--- config.mk ---
export PLATFORM = sky130hd
export DESIGN_NAME = adsr_envelope_stepper_flat
export DESIGN_NICKNAME = d
export VERILOG_FILES = /design/src/design/adsr_pkg.sv /design/src/design/adsr_in_if.sv /design/src/design/adsr_out_if.sv /design/src/design/adsr_regs.sv /design/src/design/adsr_core.sv /design/src/design/adsr_envelope_stepper.sv /design/src/flat_wrapper.sv
export SDC_FILE = /design/constraint.sdc
export NUM_CORES = 1
export LEC_CHECK = 0
export BUFFER_PORTS_ARGS = -buffer_cell sky130_fd_sc_hd__buf_4
export CAP_MARGIN = 20
export CORE_MARGIN = 2
export CORE_UTILIZATION = 45
export CTS_CLUSTER_SIZE = 14
export DETAILED_ROUTE_END_ITERATION = 16
export PLACE_DENSITY = 0.68
export RECOVER_POWER = 100
export SLEW_MARGIN = 10
export SYNTH_ARGS = -nofsm -noshare
export SYNTH_HDL_FRONTEND = slang
export SYNTH_SLANG_ARGS = --single-unit
--- constraint.sdc ---
create_clock -name clk -period 8.3 [get_ports clk]
set_input_delay 1.245 -clock clk [delete_from_list [all_inputs] [get_ports clk]]
set_output_delay 1.245 -clock clk [all_outputs]
set_load 0.03 [all_outputs]
--- src/design/adsr_pkg.sv ---
`default_nettype none
package adsr_pkg;

	typedef enum logic [1:0] {
		MODE_TICK     = 2'd0,
		MODE_NOTE_ON  = 2'd1,
		MODE_NOTE_OFF = 2'd2,
		MODE_KILL     = 2'd3
	} mode_t;

	typedef enum logic [1:0] {
		ST_ATTACK  = 2'd0,
		ST_DECAY   = 2'd1,
		ST_SUSTAIN = 2'd2,
		ST_RELEASE = 2'd3
	} stage_t;

	typedef enum logic [2:0] {
		REG_ATTACK_PACE  = 3'd0,
		REG_DECAY_PACE   = 3'd1,
		REG_SUSTAIN_DROP = 3'd2,
		REG_RELEASE_PACE = 3'd3,
		REG_NOTE_LENGTH  = 3'd4
	} reg_idx_t;

	localparam int unsigned AddrWidth  = 5;
	localparam int unsigned DataWidth  = 32;
	localparam logic [6:0]  LenBase    = 7'd64;
	localparam int unsigned LenScaleSh = 2;

	typedef struct packed {
		logic [2:0] attack_pace;
		logic [2:0] decay_pace;
		logic [3:0] sustain_drop;
		logic [2:0] release_pace;
		logic [5:0] note_length;
	} cfg_t;

	typedef struct packed {
		logic [3:0] level;
		stage_t     phase;
		logic       rising;
		logic       phase_advanced;
	} result_t;

endpackage
`default_nettype wire

--- src/design/adsr_in_if.sv ---
`default_nettype none
interface adsr_in_if;
	logic       valid;
	logic       ready;
	logic [1:0] mode;
	logic [3:0] note_volume;

	modport source (output valid, output mode, output note_volume, input ready);
	modport sink (input valid, input mode, input note_volume, output ready);
endinterface
`default_nettype wire

--- src/design/adsr_out_if.sv ---
`default_nettype none
interface adsr_out_if;
	logic       valid;
	logic       ready;
	logic [3:0] level;
	logic [1:0] phase;
	logic       rising;
	logic       phase_advanced;

	modport source (output valid, output level, output phase, output rising,
		output phase_advanced, input ready);
	modport sink (input valid, input level, input phase, input rising,
		input phase_advanced, output ready);
endinterface
`default_nettype wire

--- src/design/adsr_regs.sv ---
`default_nettype none
module adsr_regs
	import adsr_pkg::*;
(
	input  wire logic                 clk,
	input  wire logic                 arst_n,
	input  wire logic                 psel,
	input  wire logic                 penable,
	input  wire logic                 pwrite,
	input  wire logic [AddrWidth-1:0] paddr,
	input  wire logic [DataWidth-1:0] pwdata,
	output logic      [DataWidth-1:0] prdata,
	output logic                      pready,
	output cfg_t                      cfg
);

	cfg_t     cfg_q;
	reg_idx_t idx;
	logic     wr_en;

	assign idx    = reg_idx_t'(paddr[AddrWidth-1:2]);
	assign wr_en  = psel && penable && pwrite;
	assign pready = 1'b1;
	assign cfg    = cfg_q;

	always_ff @(posedge clk or negedge arst_n) begin
		if (!arst_n) begin
			cfg_q <= '0;
		end else if (wr_en) begin
			case (idx)
				REG_ATTACK_PACE:  cfg_q.attack_pace  <= pwdata[2:0];
				REG_DECAY_PACE:   cfg_q.decay_pace   <= pwdata[2:0];
				REG_SUSTAIN_DROP: cfg_q.sustain_drop <= pwdata[3:0];
				REG_RELEASE_PACE: cfg_q.release_pace <= pwdata[2:0];
				REG_NOTE_LENGTH:  cfg_q.note_length  <= pwdata[5:0];
				default: ;
			endcase
		end
	end

	always_comb begin
		prdata = '0;
		case (idx)
			REG_ATTACK_PACE:  prdata[2:0] = cfg_q.attack_pace;
			REG_DECAY_PACE:   prdata[2:0] = cfg_q.decay_pace;
			REG_SUSTAIN_DROP: prdata[3:0] = cfg_q.sustain_drop;
			REG_RELEASE_PACE: prdata[2:0] = cfg_q.release_pace;
			REG_NOTE_LENGTH:  prdata[5:0] = cfg_q.note_length;
			default: ;
		endcase
	end

endmodule
`default_nettype wire

--- src/design/adsr_core.sv ---
`default_nettype none
module adsr_core
	import adsr_pkg::*;
(
	input  wire logic       clk,
	input  wire logic       arst_n,
	input  wire logic       step,
	input  wire mode_t      mode,
	input  wire logic [3:0] note_volume,
	input  wire cfg_t       cfg,
	output result_t         res
);

	stage_t     stage_q, stage_n;
	logic       dir_q, dir_n;
	logic [2:0] pace_q, pace_n;
	logic [2:0] timer_q, timer_n;
	logic [3:0] vol_q, vol_n;
	logic [3:0] target_q, target_n;
	logic [7:0] len_q, len_n;
	logic       adv;

	logic [7:0] len_dec;
	logic [2:0] timer_dec;
	logic [3:0] vol_step;
	logic       done;
	logic [5:0] len_span;

	always_comb begin
		stage_n   = stage_q;
		dir_n     = dir_q;
		pace_n    = pace_q;
		timer_n   = timer_q;
		vol_n     = vol_q;
		target_n  = target_q;
		len_n     = len_q;
		adv       = 1'b0;
		len_dec   = len_q - 8'd1;
		timer_dec = timer_q - 3'd1;
		vol_step  = vol_q;
		done      = 1'b0;
		len_span  = 6'(LenBase - {1'b0, cfg.note_length});

		unique case (mode)
			MODE_TICK: begin
				if (len_q != 8'd0) begin
					len_n = len_dec;
				end
				if (len_q != 8'd0 && len_dec == 8'd0) begin
					vol_n    = 4'd0;
					target_n = 4'd0;
					dir_n    = 1'b1;
					timer_n  = 3'd0;
				end else if (timer_q != 3'd0) begin
					timer_n = timer_dec;
					if (timer_dec == 3'd0) begin
						priority if (vol_q == target_q) begin
							done = 1'b1;
						end else if (dir_q) begin
							if (vol_q == 4'd15) begin
								done = 1'b1;
							end else begin
								vol_step = vol_q + 4'd1;
								done     = (vol_step == target_q);
							end
						end else begin
							if (vol_q == 4'd0) begin
								done = 1'b1;
							end else begin
								vol_step = vol_q - 4'd1;
								done     = (vol_step == target_q);
							end
						end
						vol_n = vol_step;
						if (!done) begin
							timer_n = pace_q;
						end else begin
							priority if (stage_q == ST_ATTACK && cfg.decay_pace != 3'd0
									&& cfg.sustain_drop != 4'd0) begin
								stage_n  = ST_DECAY;
								dir_n    = 1'b0;
								pace_n   = cfg.decay_pace;
								timer_n  = cfg.decay_pace;
								target_n = (vol_step > cfg.sustain_drop)
									? vol_step - cfg.sustain_drop : 4'd0;
								adv      = 1'b1;
							end else if ((stage_q == ST_ATTACK || stage_q == ST_DECAY)
									&& cfg.sustain_drop != 4'd0) begin
								stage_n = ST_SUSTAIN;
								dir_n   = 1'b1;
								pace_n  = 3'd0;
								timer_n = 3'd0;
								adv     = 1'b1;
							end else if (stage_q != ST_RELEASE
									&& cfg.release_pace != 3'd0) begin
								stage_n  = ST_RELEASE;
								dir_n    = 1'b0;
								pace_n   = cfg.release_pace;
								timer_n  = cfg.release_pace;
								target_n = 4'd0;
								adv      = 1'b1;
							end else begin
								vol_n    = 4'd0;
								target_n = 4'd0;
								dir_n    = 1'b1;
								timer_n  = 3'd0;
							end
						end
					end
				end
			end
			MODE_NOTE_ON: begin
				len_n    = (cfg.note_length != 6'd0) ? {len_span, LenScaleSh'(0)} : 8'd0;
				stage_n  = ST_ATTACK;
				dir_n    = 1'b1;
				pace_n   = cfg.attack_pace;
				timer_n  = cfg.attack_pace;
				vol_n    = (cfg.attack_pace != 3'd0) ? 4'd0 : note_volume;
				target_n = note_volume;
			end
			MODE_NOTE_OFF: begin
				if (stage_q != ST_RELEASE) begin
					stage_n = ST_RELEASE;
					if (vol_q == 4'd0 || cfg.release_pace == 3'd0) begin
						vol_n    = 4'd0;
						target_n = 4'd0;
						dir_n    = 1'b1;
						timer_n  = 3'd0;
					end else begin
						dir_n    = 1'b0;
						pace_n   = cfg.release_pace;
						timer_n  = cfg.release_pace;
						target_n = 4'd0;
					end
				end
			end
			MODE_KILL: begin
				vol_n    = 4'd0;
				target_n = 4'd0;
				dir_n    = 1'b1;
				timer_n  = 3'd0;
			end
		endcase
	end

	always_ff @(posedge clk or negedge arst_n) begin
		if (!arst_n) begin
			stage_q  <= ST_RELEASE;
			dir_q    <= 1'b1;
			pace_q   <= 3'd0;
			timer_q  <= 3'd0;
			vol_q    <= 4'd0;
			target_q <= 4'd0;
			len_q    <= 8'd0;
		end else if (step) begin
			stage_q  <= stage_n;
			dir_q    <= dir_n;
			pace_q   <= pace_n;
			timer_q  <= timer_n;
			vol_q    <= vol_n;
			target_q <= target_n;
			len_q    <= len_n;
		end
	end

	assign res.level          = vol_n;
	assign res.phase          = stage_n;
	assign res.rising         = dir_n;
	assign res.phase_advanced = adv;

endmodule
`default_nettype wire

--- src/design/adsr_envelope_stepper.sv ---
`default_nettype none
// adsr envelope stepper
// cmd channel: one item per tick, note-on, note-off or kill (mode, note_volume)
// env channel: one result item per command item (level, phase, rising,
//   phase_advanced), in command order
// apb port: five envelope settings; the user must write them only while the block is
//   idle, which the block does not enforce; pready is always high
// path: an accepted item waits in the input register until the result register is free,
//   then its result is registered for env (one input register, one result register)
// throughput: one item per cycle while env is not stalled; the envelope state updates
//   as each item steps, so each item sees the state left by the one before it
// reset: envelope in release at level 0 with direction up, settings 0,
//   no item held
// when env stalls the result holds, one more item waits in the input
//   register, and cmd.ready falls after that
module adsr_envelope_stepper
	import adsr_pkg::*;
(
	input  wire logic                 clk,
	input  wire logic                 arst_n,
	adsr_in_if.sink                   cmd,
	adsr_out_if.source                env,
	input  wire logic                 psel,
	input  wire logic                 penable,
	input  wire logic                 pwrite,
	input  wire logic [AddrWidth-1:0] paddr,
	input  wire logic [DataWidth-1:0] pwdata,
	output logic      [DataWidth-1:0] prdata,
	output logic                      pready
);

	cfg_t       cfg;
	logic       v_s1;
	mode_t      mode_s1;
	logic [3:0] vol_s1;
	logic       out_v_q;
	result_t    res;
	result_t    res_q;
	logic       step;

	adsr_regs u_regs (
		.clk     (clk),
		.arst_n  (arst_n),
		.psel    (psel),
		.penable (penable),
		.pwrite  (pwrite),
		.paddr   (paddr),
		.pwdata  (pwdata),
		.prdata  (prdata),
		.pready  (pready),
		.cfg     (cfg)
	);

	assign step      = v_s1 && (!out_v_q || env.ready);
	assign cmd.ready = !v_s1 || step;

	always_ff @(posedge clk or negedge arst_n) begin
		if (!arst_n) begin
			v_s1 <= 1'b0;
		end else if (cmd.ready) begin
			v_s1 <= cmd.valid;
		end
	end

	always_ff @(posedge clk or negedge arst_n) begin
		if (!arst_n) begin
			mode_s1 <= MODE_TICK;
			vol_s1  <= 4'd0;
		end else if (cmd.ready && cmd.valid) begin
			mode_s1 <= mode_t'(cmd.mode);
			vol_s1  <= cmd.note_volume;
		end
	end

	adsr_core u_core (
		.clk         (clk),
		.arst_n      (arst_n),
		.step        (step),
		.mode        (mode_s1),
		.note_volume (vol_s1),
		.cfg         (cfg),
		.res         (res)
	);

	always_ff @(posedge clk or negedge arst_n) begin
		if (!arst_n) begin
			out_v_q <= 1'b0;
		end else if (!out_v_q || env.ready) begin
			out_v_q <= v_s1;
		end
	end

	always_ff @(posedge clk) begin
		if (step) begin
			res_q <= res;
		end
	end

	assign env.valid          = out_v_q;
	assign env.level          = res_q.level;
	assign env.phase          = res_q.phase;
	assign env.rising         = res_q.rising;
	assign env.phase_advanced = res_q.phase_advanced;

endmodule
`default_nettype wire

--- src/flat_wrapper.sv ---
// flat-port wrapper written by rule: the top's interface ports become plain ports
module adsr_envelope_stepper_flat import adsr_pkg::*;
  (clk, arst_n, psel, penable, pwrite, paddr, pwdata, prdata, pready, cmd_valid, cmd_mode, cmd_note_volume, cmd_ready, env_valid, env_level, env_phase, env_rising, env_phase_advanced, env_ready);
  adsr_in_if cmd_i ();
  adsr_out_if env_i ();
  input  wire logic clk;
  input  wire logic arst_n;
  input  wire logic psel;
  input  wire logic penable;
  input  wire logic pwrite;
  input  wire logic [AddrWidth-1:0] paddr;
  input  wire logic [DataWidth-1:0] pwdata;
  output logic      [DataWidth-1:0] prdata;
  output logic pready;
  input wire logic [$bits(cmd_i.valid)-1:0] cmd_valid;
  input wire logic [$bits(cmd_i.mode)-1:0] cmd_mode;
  input wire logic [$bits(cmd_i.note_volume)-1:0] cmd_note_volume;
  output wire logic [$bits(cmd_i.ready)-1:0] cmd_ready;
  output wire logic [$bits(env_i.valid)-1:0] env_valid;
  output wire logic [$bits(env_i.level)-1:0] env_level;
  output wire logic [$bits(env_i.phase)-1:0] env_phase;
  output wire logic [$bits(env_i.rising)-1:0] env_rising;
  output wire logic [$bits(env_i.phase_advanced)-1:0] env_phase_advanced;
  input wire logic [$bits(env_i.ready)-1:0] env_ready;
  assign cmd_i.valid = cmd_valid;
  assign cmd_i.mode = cmd_mode;
  assign cmd_i.note_volume = cmd_note_volume;
  assign cmd_ready = cmd_i.ready;
  assign env_valid = env_i.valid;
  assign env_level = env_i.level;
  assign env_phase = env_i.phase;
  assign env_rising = env_i.rising;
  assign env_phase_advanced = env_i.phase_advanced;
  assign env_i.ready = env_ready;
  adsr_envelope_stepper u_core (.clk(clk), .arst_n(arst_n), .cmd(cmd_i), .env(env_i), .psel(psel), .penable(penable), .pwrite(pwrite), .paddr(paddr), .pwdata(pwdata), .prdata(prdata), .pready(pready));
endmodule
* Yosys cells after proc, flatten, opt, wreduce, memory -nomap -nowiden *
Cells that the tools add are included.

storage, ports and cells
  flip-flop bits (word level) = 60
  input port bits = 50
  output and inout bits = 43
  word-level logic and storage cells = 182

cells by class
  add/sub/neg operators = 6
  magnitude comparators = 1
  equality and inequality tests = 25
  multiplexer cells = 84
  bitwise logic cells = 4
  reduce and logical (&&, ||, !) cells = 42

operators by type and width
  operator                                                            count
  4-bit two-way mux                                                   26
  3-bit two-way mux                                                   18
  4-bit case mux with 4 select lines                                  2
  1-bit two-way mux                                                   20
  2-bit two-way mux                                                   9
  8-bit two-way mux                                                   2
  2-bit inequality test, second input constant                        8
  8-bit case mux with 2 select lines                                  1
  3-bit case mux with 5 select lines                                  1
  3-bit nonzero test                                                  5
  4-bit == test                                                       3
  3-bit case mux with 4 select lines                                  1
  2-bit AND reduction                                                 5
  1-bit logical AND                                                   9
  3-bit logical NOT                                                   3
  3-bit inequality test, second input constant                        3
  3-bit case mux with 3 select lines                                  1
  9-bit AND reduction                                                 1
  8-bit logical NOT                                                   1
  4-bit inequality test, second input constant                        2
  8-bit nonzero test                                                  1
  8-bit by 1-bit subtractor with 8-bit output, second input constant  1
  3-bit by 2-bit == test with 1-bit output, second input constant     2
  2-bit case mux with 3 select lines                                  1
  other kinds (25)                                                    36

* Logic depth before layout (Yosys ltp) *
  word-level depth = 16
  gate-level depth with buffers = 16
  depth with buffers taken out = 15

* Modules after synthesis *
From an unflattened synthesis, not the netlist that was laid out.

unflattened totals
  cells, all modules = 507
  area total of the unflattened synthesis = 4693.3 um2

by module, submodules not included
  module                 instances  cells each  area each (um2)  seq. area each (um2)
  adsr_core              1          355         2844.0           629.4
  adsr_regs              1          103         1187.4           475.5
  adsr_envelope_stepper  1          49          661.9            440.4

* Worst setup path after synthesis *
No wires, ideal clock.

  kind = input-to-output
  from = input port paddr[2]
  to = output port prdata[0]
  data arrival time = 2569 ps
  setup slack = 4486 ps
  stages on the path = 4
  path buffers = 1
  path through = clkbuf_1 -> mux4_2 -> inv_1 -> o21ai_0

between the ends
  cells in the longest elaborated chain, start to end = 2
  elaborated cells on any way between the ends = 6

ends and longest elaborated chain
  what                                         RTL line            text
  start, declared                              flat_wrapper.sv:11  input wire logic [AddrWidth-1:0] paddr;
  3-bit == test, or another cell as far along  adsr_regs.sv:43     case (idx)
  3-bit case mux with 5 select lines *         adsr_regs.sv:43
  end, declared                                flat_wrapper.sv:13  output logic [DataWidth-1:0] prdata;

Mark *: on every way between the ends. The rest lies on a longest branch, timed or not.

* Worst setup path after layout *
Ends and elaborated chain as after synthesis.

==> metrics <==
fmax=257 MHz; deepest clock path buffer count=2; prevailing post-synth register cell=dfrtp_1; Leakage=2.02 nW; Hold WC Path Type=reg2reg; Post-synth top cells=dfrtp_1, nand2_1, nor2_1; Max Fanout on Critical Path=11; critical path arrival=roughly 2.6 ns; EDFF count, synth=8; Vias/cell=5.61; worst r2r path cells=15; Row Count=36; period utilization=46.9%; count leader, synth=dfrtp_1; end point of the critical path=prdata[0]; share of post-route cells with drive strength above 1=14.3%; Critical Path RT=approximately 7.1 ns; crit path launch type=input pin; Critical path origin=paddr[2]; clock share of power=19.6%; Synth area leader=dfrtp_1; Net Switching=0.594 mW; failing checks=max-capacitance violations, max-slew violations; final setup vio count=0; status=finished with violations; total CTS buffers=9; share of the synthesized area in the top cell type=around 28%; Syn Std Cell Area=~4400 µm²; post-route ant nets=0; die height=~100 µm; die area=between 10000 and 15000 µm²; internal power=between 0.7 and 0.8 mW; DR vias=about 3700; syn avg cell area=8.89 µm²; Layout Skew=between 0.005 and 0.006 ns; drt total wl=slightly above 10000 µm; Max-cap violations=1; clock sink count=60; postcts setup bufs=0; Mapped Cells=about 490; placed instance area=approximately 4600 µm²; post-synthesis sequential area ratio=35.2%; share of total power in combinational logic=approximately 45%; Clock Latency Late Sink=approximately 0.35 ns; clk slew on worst S/H paths=about 0.070 ns; worst reg2reg path startpoint=u_core.u_core.vol_q[0]$_DFFE_PN0P_; GPL Wtd Cong=just under 0.9; final hold viol count=0; Synth area leaders=dfrtp_1, mux2_2, edfxtp_1, buf_4, ha_1; max_slew headroom=-90.0%; root buffer cell=clkbuf_8; Synth warnings=0; Area Growth Syn to Fin=8.60%; die span in x=between 100 and 150 µm; largest net degree at the start of global routing=53; Max Slew Vio Count=53; global-route wire length before repair=~17000 µm; detailed router's first-iteration violation count=between 300 and 400; RR Endpoint=u_core.u_core.target_q[3]$_DFFE_PN0P_; CTS tree=built; asr flop ratio synth=between 80% and 90%; post-detailed-placement half-perimeter wirelength=~7800 µm; Total GRT Usage=roughly a fifth; worst vdd ir=~0.14 mV; port buffer count=37; Least-Margin Pin Slew=around 2.9 ns; cts hold-fix bufs=0; core area=9640 µm²; unrepaired setup endpoints after global routing=false; post_cts resized=0; number of synthesized register bits=60; number of global-route vias before repair=~3400; Final Net Count=588; crit end category=output port; Design Power=between 1 and 1.5 mW; Ports=93; fin crit period=just under 4 ns; DRC=0; r2r setup slk=around 4.7 ns; Fin Setup TNS=0 ns; Design Area, Final=4770 µm²; WS Path Type=in2out; Pre-antenna DRT Iters=5; starting density of the core=between 40% and 50%; fin cells=659; sw frac=between 40% and 50%; placed cells=approximately 640; # fillers=965; WL per Instance=15.6 µm; sequential fraction of design power=35.0%; pwr/cell area=around 290 nW/µm²; post-synthesis cell type count=a little under 70; GRT Residual Overflow=0; initial antenna violation count=0; H-tree levels=3; number of antenna diodes=0
[cell type report]
class / instances / area [µm²] / area share [%]
clock buffers: 12 / 155 / 3.25
clock inverters: 4 / 47.5 / 0.997
inverters: 28 / 105 / 2.20
multi-input cells: 385 / 2540 / 53.3
flip-flops and latches: 60 / 1550 / 32.4
well taps: 133 / 166 / 3.49
repair buffers: 37 / 206 / 4.33
[per-layer routing]
metal	track usage (%)	wire (µm)	vias up
met1	28.3	4750	1772
met3	3.53	577	19
met5	0	0	-
met2	31.4	4720	125
li1	-	-	1778
met4	8.81	239	0
[critical path, stage by stage]
cell	delay (ns)
clkbuf_1	0.42
mux4_2	0.58
inv_1	0.07
o21ai_0	0.08
clkbuf_1	0.24
[power by group through the flow]
stage	clock network, mW	registers (mW)	logic (mW)
after global placement	0	0.482	0.613
after detailed placement	0	0.486	0.630
after floorplan	0	0.449	0.520
after global routing	0.289	0.496	0.699
final	0.271	0.483	0.625
after CTS	0.279	0.480	0.634
[state kept, by name (all words and copies together) (netlist names)]
signal	flops
u_core.u_core.dir_q	1
u_core.env.rising	1
u_core.u_core.pace_q	3
u_core.u_core.vol_q	4
u_core.u_core.len_q	8
u_core.env.valid	1
u_core.u_core.target_q	4
u_core.env.phase_advanced	1
u_core.u_regs.cfg	19
u_core.mode_s1	2
u_core.u_core.stage_q	2
u_core.u_core.timer_q	3
u_core.v_s1	1
u_core.env.level	4
u_core.vol_s1	4
u_core.env.phase	2
[stage by stage]
stage	hold WS, ns	utilization (%)	setup WS [ns]
2_1_floorplan	0.457	-	4.49
3_3_place_gp	0.471	48.2	4.79
3_5_place_dp	0.481	48.2	4.75
4_1_cts	0.492	50.3	4.75
5_1_grt	0.513	49.5	4.29
6_report	0.490	49.5	4.41
[kinds of logic (layout without fill, tap and decap cells)]
logic type | count (synthesis) | count (layout) | share of synthesized area, %
multiplexers | 35 | 35 | 9.63
other | 2 | 27 | 0.171
AND/OR/NAND/NOR | 168 | 168 | 19.2
AO/OA/AOI/OAI | 121 | 121 | 18.1
XOR/XNOR | 17 | 17 | 3.82
adder cells (fa/ha/maj) | 17 | 17 | 5.01
flip-flops | 60 | 60 | 35.2
buffers and inverters | 74 | 81 | 8.91
[cell usage in the layout, fill, tap and decap left out, types with 6 or more instances in the layout]
master    instances
a21oi_1          27
a22oi_1           7
buf_4            17
clkbuf_1         20
clkbuf_8         11
conb_1           27
dfrtp_1          49
edfxtp_1          8
ha_1             16
inv_1            28
mux2_2           24
nand2_1          46
nand2b_1         11
nand3_1          13
nor2_1           40
nor2b_1           6
nor3_1           14
o211ai_1          6
o21ai_0          35
or3_1             9
xnor2_1           9
xor2_1            7
[how the worst min path moves through the flow]
stage	startpoint	endpoint	slack, ns	cells past startpoint
global placement	u_core.v_s1$_DFFE_PN0N_	u_core.env.valid$_DFFE_PN0P_	0.47	1
detailed placement	u_core.v_s1$_DFFE_PN0N_	u_core.env.valid$_DFFE_PN0P_	0.48	1
floorplan	u_core.v_s1$_DFFE_PN0N_	u_core.env.valid$_DFFE_PN0P_	0.46	1
finish	u_core.v_s1$_DFFE_PN0N_	u_core.env.valid$_DFFE_PN0P_	0.49	1
CTS	u_core.v_s1$_DFFE_PN0N_	u_core.env.valid$_DFFE_PN0P_	0.49	1
global route	u_core.v_s1$_DFFE_PN0N_	u_core.env.valid$_DFFE_PN0P_	0.51	1
Note: power is estimated with default switching activity, not from simulation.
